### src/segment_intersection_top_assert.svh
// Assertion macros for the segment intersection block.
// Used by the top level only; expects clk and rst_n in scope.
`ifndef SEGMENT_INTERSECTION_TOP_ASSERT_SVH
`define SEGMENT_INTERSECTION_TOP_ASSERT_SVH

// Condition holds in the same cycle as the trigger.
`define SGI_ASSERT_SAME(label, trig, cond, msg) \
  label: assert property (@(posedge clk) disable iff (!rst_n) (trig) |-> (cond)) \
    else $error(msg);

// Condition holds in the cycle after the trigger.
`define SGI_ASSERT_NEXT(label, trig, cond, msg) \
  label: assert property (@(posedge clk) disable iff (!rst_n) (trig) |=> (cond)) \
    else $error(msg);

`endif

### src/sgi_pkg.sv
// Shared types, widths and helpers for the segment intersection pipeline.
// No dependencies; imported by every module of the block.
package sgi_pkg;

  localparam int COORD_BITS      = 16;
  localparam int PARAM_FRAC_BITS = 16;
  localparam int POINT_FRAC      = 8;
  localparam int TOL_BITS        = 16;
  localparam int OUT_BITS        = 32;

  localparam int DW       = COORD_BITS + 1;       // coordinate difference
  localparam int PW       = 2 * DW;               // difference product
  localparam int NW       = PW + 1;               // denominator / numerator
  localparam int MW       = PW;                   // magnitude of NW value
  localparam int QW       = OUT_BITS;             // quotient bits
  localparam int HI_SHIFT = QW - PARAM_FRAC_BITS;

  typedef struct packed {
    logic signed [COORD_BITS-1:0] seg1_start_x;
    logic signed [COORD_BITS-1:0] seg1_start_y;
    logic signed [COORD_BITS-1:0] seg1_end_x;
    logic signed [COORD_BITS-1:0] seg1_end_y;
    logic signed [COORD_BITS-1:0] seg2_start_x;
    logic signed [COORD_BITS-1:0] seg2_start_y;
    logic signed [COORD_BITS-1:0] seg2_end_x;
    logic signed [COORD_BITS-1:0] seg2_end_y;
    logic                         require_on_seg1;
    logic                         require_on_seg2;
  } in_req_t;

  typedef struct packed {
    logic                       is_parallel;
    logic                       is_collinear;
    logic                       lines_cross;
    logic                       within_seg1;
    logic                       within_seg2;
    logic                       within_both;
    logic                       accepted;
    logic signed [OUT_BITS-1:0] cross_x;
    logic signed [OUT_BITS-1:0] cross_y;
    logic signed [OUT_BITS-1:0] seg1_param;
    logic signed [OUT_BITS-1:0] seg2_param;
  } out_req_t;

  typedef struct packed {
    logic                         par;
    logic                         col;
    logic                         on1;
    logic                         on2;
    logic                         req1;
    logic                         req2;
    logic                         neg1;
    logic                         neg2;
    logic                         ovf1;
    logic                         ovf2;
    logic signed [COORD_BITS-1:0] x1;
    logic signed [COORD_BITS-1:0] y1;
    logic signed [DW-1:0]         dx1;
    logic signed [DW-1:0]         dy1;
  } meta_t;

  typedef struct packed {
    logic [MW-1:0] rem;
    logic [QW-1:0] low;
    logic [QW-1:0] q;
  } lane_t;

  typedef struct packed {
    logic          vld;
    meta_t         meta;
    logic [MW-1:0] d;
    lane_t         l1;
    lane_t         l2;
  } div_t;

  function automatic logic [MW-1:0] absv(logic signed [NW-1:0] v);
    logic signed [NW-1:0] t;
    t = v[NW-1] ? -v : v;
    return t[MW-1:0];
  endfunction

endpackage

### src/sgi_point.sv
// Back end: saturate quotients to parameters, scale deltas, form the
// crossing point and the output register. Depends on sgi_pkg.
module sgi_point (
  input  logic              clk,
  input  logic              rst_n,
  input  logic              en,
  input  sgi_pkg::div_t     din,
  output logic              out_vld,
  output sgi_pkg::out_req_t out_data
);
  import sgi_pkg::*;

  localparam int PRW = OUT_BITS + DW;
  localparam int SW  = PRW + 1;
  localparam int PSH = PARAM_FRAC_BITS - POINT_FRAC;
  localparam logic signed [SW-1:0] POS_LIM = {{(SW-OUT_BITS+1){1'b0}}, {(OUT_BITS-1){1'b1}}};
  localparam logic signed [SW-1:0] NEG_LIM = {{(SW-OUT_BITS+1){1'b1}}, {(OUT_BITS-1){1'b0}}};

  function automatic logic signed [OUT_BITS-1:0] sat_q(logic [QW-1:0] q, logic ovf,
                                                      logic neg);
    logic [QW-1:0] cap, m;
    cap = neg ? {1'b1, {(QW-1){1'b0}}} : {1'b0, {(QW-1){1'b1}}};
    m   = (ovf || q > cap) ? cap : q;
    return neg ? -$signed(m) : $signed(m);
  endfunction

  function automatic logic signed [OUT_BITS-1:0] place(logic signed [COORD_BITS-1:0] base,
                                                      logic signed [PRW-1:0] p);
    logic [PRW-1:0]       pm;
    logic signed [SW-1:0] off, v;
    pm  = p[PRW-1] ? PRW'(-p) : PRW'(p);
    pm  = pm >> PSH;
    off = p[PRW-1] ? -$signed({1'b0, pm}) : $signed({1'b0, pm});
    v   = (SW'(base) <<< POINT_FRAC) + off;
    if (v > POS_LIM) v = POS_LIM;
    if (v < NEG_LIM) v = NEG_LIM;
    return v[OUT_BITS-1:0];
  endfunction

  logic                         va_r, vb_r, out_vld_r;
  meta_t                        ma_r, mb_r;
  logic signed [OUT_BITS-1:0]   ra_r, sa_r, rb_r, sb_r;
  logic signed [PRW-1:0]        px_r, py_r;
  out_req_t                     out_r, out_nxt;

  always_comb begin
    out_nxt.is_parallel  = mb_r.par;
    out_nxt.is_collinear = mb_r.par && mb_r.col;
    out_nxt.lines_cross  = !mb_r.par;
    out_nxt.within_seg1  = !mb_r.par && mb_r.on1;
    out_nxt.within_seg2  = !mb_r.par && mb_r.on2;
    out_nxt.within_both  = !mb_r.par && mb_r.on1 && mb_r.on2;
    out_nxt.accepted     = !mb_r.par && (!mb_r.req1 || mb_r.on1) && (!mb_r.req2 || mb_r.on2);
    out_nxt.cross_x      = mb_r.par ? '0 : place(mb_r.x1, px_r);
    out_nxt.cross_y      = mb_r.par ? '0 : place(mb_r.y1, py_r);
    out_nxt.seg1_param   = rb_r;
    out_nxt.seg2_param   = sb_r;
  end

  always_ff @(posedge clk) begin
    if (!rst_n) begin
      va_r      <= 1'b0;
      vb_r      <= 1'b0;
      out_vld_r <= 1'b0;
    end else if (en) begin
      va_r <= din.vld;
      ma_r <= din.meta;
      ra_r <= din.meta.par ? '0 : sat_q(din.l1.q, din.meta.ovf1, din.meta.neg1);
      sa_r <= din.meta.par ? '0 : sat_q(din.l2.q, din.meta.ovf2, din.meta.neg2);
      vb_r <= va_r;
      mb_r <= ma_r;
      rb_r <= ra_r;
      sb_r <= sa_r;
      px_r <= PRW'(ra_r) * PRW'(ma_r.dx1);
      py_r <= PRW'(ra_r) * PRW'(ma_r.dy1);
      out_vld_r <= vb_r;
      out_r     <= out_nxt;
    end
  end

  assign out_vld  = out_vld_r;
  assign out_data = out_r;

endmodule

### config.mk
export PLATFORM = sky130hd
export DESIGN_NAME = sgi_point
export DESIGN_NICKNAME = d
export VERILOG_FILES = /design/src/segment_intersection_top_assert.svh /design/src/sgi_pkg.sv /design/src/sgi_point.sv
export SDC_FILE = /design/constraint.sdc
export NUM_CORES = 2
export LEC_CHECK = 0
export BUFFER_PORTS_ARGS = -buffer_cell sky130_fd_sc_hd__buf_2
export CAP_MARGIN = 20
export CORE_MARGIN = 3
export CORE_UTILIZATION = 24
export CTS_CLUSTER_DIAMETER = 50
export CTS_CLUSTER_SIZE = 25
export DETAILED_ROUTE_END_ITERATION = 12
export GPL_ROUTABILITY_DRIVEN = 0
export HOLD_SLACK_MARGIN = 0.12
export PLACE_DENSITY = 0.39
export SETUP_SLACK_MARGIN = 0.3
export SYNTH_ARGS = -nofsm -noshare
export SYNTH_HDL_FRONTEND = slang
export SYNTH_SLANG_ARGS = --single-unit
### constraint.sdc
create_clock -name clk -period 16 [get_ports clk]
set_input_delay 3.2 -clock clk [delete_from_list [all_inputs] [get_ports clk]]
set_output_delay 3.2 -clock clk [all_outputs]
set_load 0.1 [all_outputs]
After elaboration in Yosys (flattened, before gate mapping) --
Index checks and enable logic that the tools add are counted.
Word-level totals: register bits 474, input port bits 310, output and inout port bits 136, word-level logic and storage cells 86
Operators by class: add/subtract/negate cells 8, multipliers 2, $lt $le $gt $ge 6, muxes and demuxes 14, reduce and logical (&&, ||, !) cells 16
Operators by type and width (number):
- 2-to-1 mux 32 bit | 8
- 2-to-1 mux 50 bit | 4
- adder 24 x 50 -> 50 bit | 2
- > comparator 50 x 32 -> 1 bit, second input constant | 2
- < comparator 50 x 32 -> 1 bit, second input constant | 2
- negation 41 -> 50 bit | 2
- multiplier 32 x 17 -> 49 bit | 2
- 2-to-1 mux 49 bit | 2
- negation 49 bit | 2
- > comparator 32 bit | 2
- negation 32 bit | 2
- logical AND 1 bit | 6
- logical OR 1 bit | 4
- OR reduction 2 bit | 2
- logical NOT 1 bit | 3
- AND reduction 2 bit | 1

Depth between registers and ports, before layout --
depth in word-level cells 9, mapped depth 31, gate-level depth less buffers 25

Least setup slack after synthesis --
No wires, ideal clock.
path kind input to register, start point input port en, end point register ma_r[0] (netlist name) (enable), arrival time 13.778 ns, data required time 15.106 ns, path slack 1.329 ns, stages 1, path through and2_1
Between the ends: word-level cells in the longest chain between the ends 1
Ends and longest elaborated chain:
- from (decl) | line sgi_point.sv:6 | input logic en,
- AND reduction 2 bit (no line)
- to (signal assigned) | line sgi_point.sv:67 | ma_r <= din.meta;
- to (decl) | line sgi_point.sv:41 | meta_t ma_r, mb_r;
Every way passes these cells. A chain may end at the register's enable or synchronous reset.

Worst setup path in the final report --
start point register py_r[0], end point register out_r, in the netlist out_data[89] (data pin)
Between the ends: word-level cells in the longest chain between the ends 9
Ends and longest elaborated chain:
- from (decl) | line sgi_point.sv:43 | logic signed [PRW-1:0] px_r, py_r;
- from (signal assigned) | line sgi_point.sv:75 | py_r <= PRW'(ra_r) * PRW'(ma_r.dy1);
- negation 49 bit * | line sgi_point.sv:31 | pm = p[PRW-1] ? PRW'(-p) : PRW'(p);
- 2-to-1 mux 49 bit * | line sgi_point.sv:31
- negation 41 -> 50 bit | line sgi_point.sv:33 | off = p[PRW-1] ? -$signed({1'b0, pm}) : $signed({1'b0, pm});
- 2-to-1 mux 50 bit * | line sgi_point.sv:33
- adder 24 x 50 -> 50 bit * | line sgi_point.sv:34 | v = (SW'(base) <<< POINT_FRAC) + off;
- > comparator 50 x 32 -> 1 bit | line sgi_point.sv:35 | if (v > POS_LIM) v = POS_LIM;
- 2-to-1 mux 50 bit * | line sgi_point.sv:35
- < comparator 50 x 32 -> 1 bit | line sgi_point.sv:36 | if (v < NEG_LIM) v = NEG_LIM;
- OR reduction 2 bit (no line)
- to (signal assigned) | line sgi_point.sv:77 | out_r <= out_nxt;
- to (decl) | line sgi_point.sv:44 | out_req_t out_r, out_nxt;
Every way passes the cells marked *; elsewhere a longest branch is shown, timed or not.

==> run_results.csv <==
group,metric,value,unit
status,status,"complete, no violations",
cts,htreeDepth,3,
global_route,antenna_found_initial,11,
cts,path_clk_slew,50,ps
placed_design,io_buffers,279,
drt,vias,47795,
critical_path,start_kind,"register",
global_route,track_usage,13.4,%
cts,cts.sinks,474,
die,core,0.269,mm^2
synth,synthDistinctLibCells,97,
global_route,grt-ovfl-total,0,
cts,clk_latency,820,ps
timing,setup-tns-final,0,ps
layout,multi_input_area,0.0458,mm^2
critical_path,cp_num_buf_inv,1,
synth,ys_warn_count,0,
cts,clockBufferDepth,4,
layout,nets,8571,
worst_hold_path,worstHoldPathType,"register to register",
critical_path,cp.arrival,9580,ps
timing,drv_slew,0,
drt,ant_nets,0,
synth,ys_top_cells_by_area,"fa_1 32%, edfxtp_1 22%, ha_1 7.5%",
timing,fin_crit_sh,56.4,%
synth,yosys_most_used_dff,"edfxtp_1",
drt,first_pass_iters,7,
critical_path,worstSetupEndpointType,"register",
layout,fill_cells,28545,
global_route,grt_pass1_wl,294000,um
critical_path,worstPathMaxFanout,22,
layout,seq_area,0.0142,mm^2
drt,wire_per_inst,17.7,um
critical_path,crit_type,"register to register",
timing,setup_viol,0,
critical_path,critPathRequiredTime,16550,ps
drt,via_per_inst,4.57,
timing,finalClockSkew,54.5,ps
critical_path,cp_common_cell,"o21ai_0",
critical_path,path_delay_family,"compound AO/OA/AOI/OAI gates",
cts,tritoncts,"built",
timing,hold_violations,0,
timing,slew_headroom,22.8,%
timing,worstMarginPinSlew,1130,ps
layout,drive_above_1_share,9.18,%
die,rows,190,
die,die_w,527,um
timing,fin_crit,9030,ps
timing,max_freq,111,MHz
drt,drcViolationCount,0,
timing,rsz0062_at_grt,"false",
synth,syn_area,0.0651,mm^2
die,die_h,527,um
die,initial_core_util,24.2,%
synth,avgSynthCellArea,9.74,um^2
cts,cts_setup_buffers,0,
synth,async_flop_share,0,%
placed_design,hpwl,143000,um
synth,synth_edf_count,471,
cts,cts-root-buf,"clkbuf_16",
synth,ys_seq_elements,474,
critical_path,crit_path_max_incr_delay,930,ps
global_route,grt_max_degree,140,
die,num_io_pins,446,
synth,netlist_instances,6683,
cts,cts_made_buffers,96,
synth,netlist.area_leader.share,32.1,%
cts,cts_hold_buf,0,
die,die_area,0.277,mm^2
synth,syn_nets,8425,
flow_run,drv_cap,0,
drt,first_iter_violations,2845,
synth,synth_seq_area_share,21.8,%
drt,drt_wl_total,185000,um
critical_path,path_cells,"or4_1, o21ai_0, xor2_1, ha_1, o2111ai_1, nor2_1, nand2_1, nor3_1, and3_1, o21ai_0, xnor2_1, ha_1, nand4_1, a221oi_1, o31ai_1, o21ai_0, a31oi_1, a311oi_1, nand4_1, nor4_1, nand2_1, o41ai_4, buf_4, a21oi_2",
layout,areaGrowthSynthToFinish,13.3,%
critical_path,slowest_stage,"o41ai_4",
cts,ctsResizeCount,0,
global_route,grt_pass1_vias,49828,
synth,post-synth-top-area-cell,"fa_1",
-- layer usage --
| layer | vias up | part of all wire (%) | track usage, % |
|---|---|---|---|
| li1 | 22188 | - | - |
| met1 | 24569 | 48 | 19.2 |
| met3 | 162 | 4.6 | 1.95 |
| met5 | - | 0 | 0 |
| met4 | 0 | 1.9 | 3.04 |
| met2 | 876 | 46 | 21.3 |
-- Yosys cell counts, types with 12 or more instances --
| master | count |
|---|---|
| nand3_1 | 87 |
| fa_1 | 1044 |
| or2_2 | 26 |
| o22ai_1 | 15 |
| ha_1 | 388 |
| o22a_1 | 12 |
| and3_1 | 57 |
| nor3_1 | 108 |
| o31ai_1 | 21 |
| nand4_1 | 71 |
| xor2_1 | 83 |
| a21oi_1 | 225 |
| xnor2_1 | 182 |
| o21a_1 | 46 |
| a31oi_1 | 36 |
| or3_1 | 45 |
| o211ai_1 | 34 |
| clkbuf_1 | 299 |
| nor2b_1 | 25 |
| a211o_1 | 14 |
| edfxtp_1 | 471 |
| a21o_1 | 93 |
| a211oi_1 | 72 |
| or4_1 | 16 |
| o21ai_0 | 177 |
| nand2b_1 | 93 |
| nor4_1 | 33 |
| mux2i_1 | 49 |
| o21bai_1 | 26 |
| and4b_1 | 28 |
| inv_1 | 999 |
| a21oi_2 | 30 |
| buf_2 | 14 |
| and2_1 | 402 |
| nand2_1 | 868 |
| nor2_1 | 287 |
-- sequential cells by signal, summed over array words and instances (netlist names), 38 cells and up --
name and flops:
out_data 135, px_r 49, py_r 49, ma_r 72
mb_r 38
-- final cells by class --
type,instances,share of cell area (%)
diodes,9,0.0306
clock buffers,103,3.29
clock inverters,70,1.15
inverters,1000,5.09
multi-input cells,4878,62.1
flip-flops and latches,474,19.3
well taps,3552,6.03
repair buffers,379,2.99
-- metrics by stage --
| step | instances | util, % | hold slack (ps) | area [um^2] | setup WS, ps |
|---|---|---|---|---|---|
| 2_1_floorplan | 6683 | - | 400 | 65100 | 1330 |
| 3_3_place_gp | 10279 | 26.2 | 401 | 70400 | 6490 |
| 4_1_cts | 10453 | 27.4 | 389 | 73600 | 6870 |
| 3_5_place_dp | 10280 | 26.2 | 405 | 70400 | 6380 |
| 6_report | 10465 | 27.4 | 402 | 73700 | 6970 |
| 5_1_grt | 10460 | 27.4 | 407 | 73700 | 6070 |
-- path summary, 6_finish.rpt --
path              startpoint      endpoint  slack, ps  depth (start not counted)
setup reg to reg     py_r[0]  out_data[89]       6970                         24
hold / removal      sb_r[10]  out_data[10]        400                          0
setup / recovery     py_r[0]  out_data[89]       6970                         24
hold reg to reg     sb_r[10]  out_data[10]        400                          0
-- kinds of logic after synthesis --
group           count (synthesis)  share of synthesized area, %
compound gates                918                          9.39
xor+xnor                      268                          3.64
fa+ha+maj                    1432                          39.6
buf+inv                      1331                          7.82
flops                         474                          21.8
mux                            55                         0.858
simple gates                 2205                          16.9
-- cells in the final DEF, fill, tap and decap left out, types with 96 or more instances in the layout --
cell type	synthesis	routed
fa_1	1044	1044
nor3_1	108	108
edfxtp_1	471	471
buf_2	14	280
clkbuf_16	0	96
a21oi_1	225	225
and2_1	402	401
inv_1	999	999
nor2_1	287	287
ha_1	388	388
xnor2_1	182	182
nand2_1	868	868
o21ai_0	177	177
Power is not shown: default switching activity piles up to over one toggle a cycle in this logic, so the estimate is an artifact.
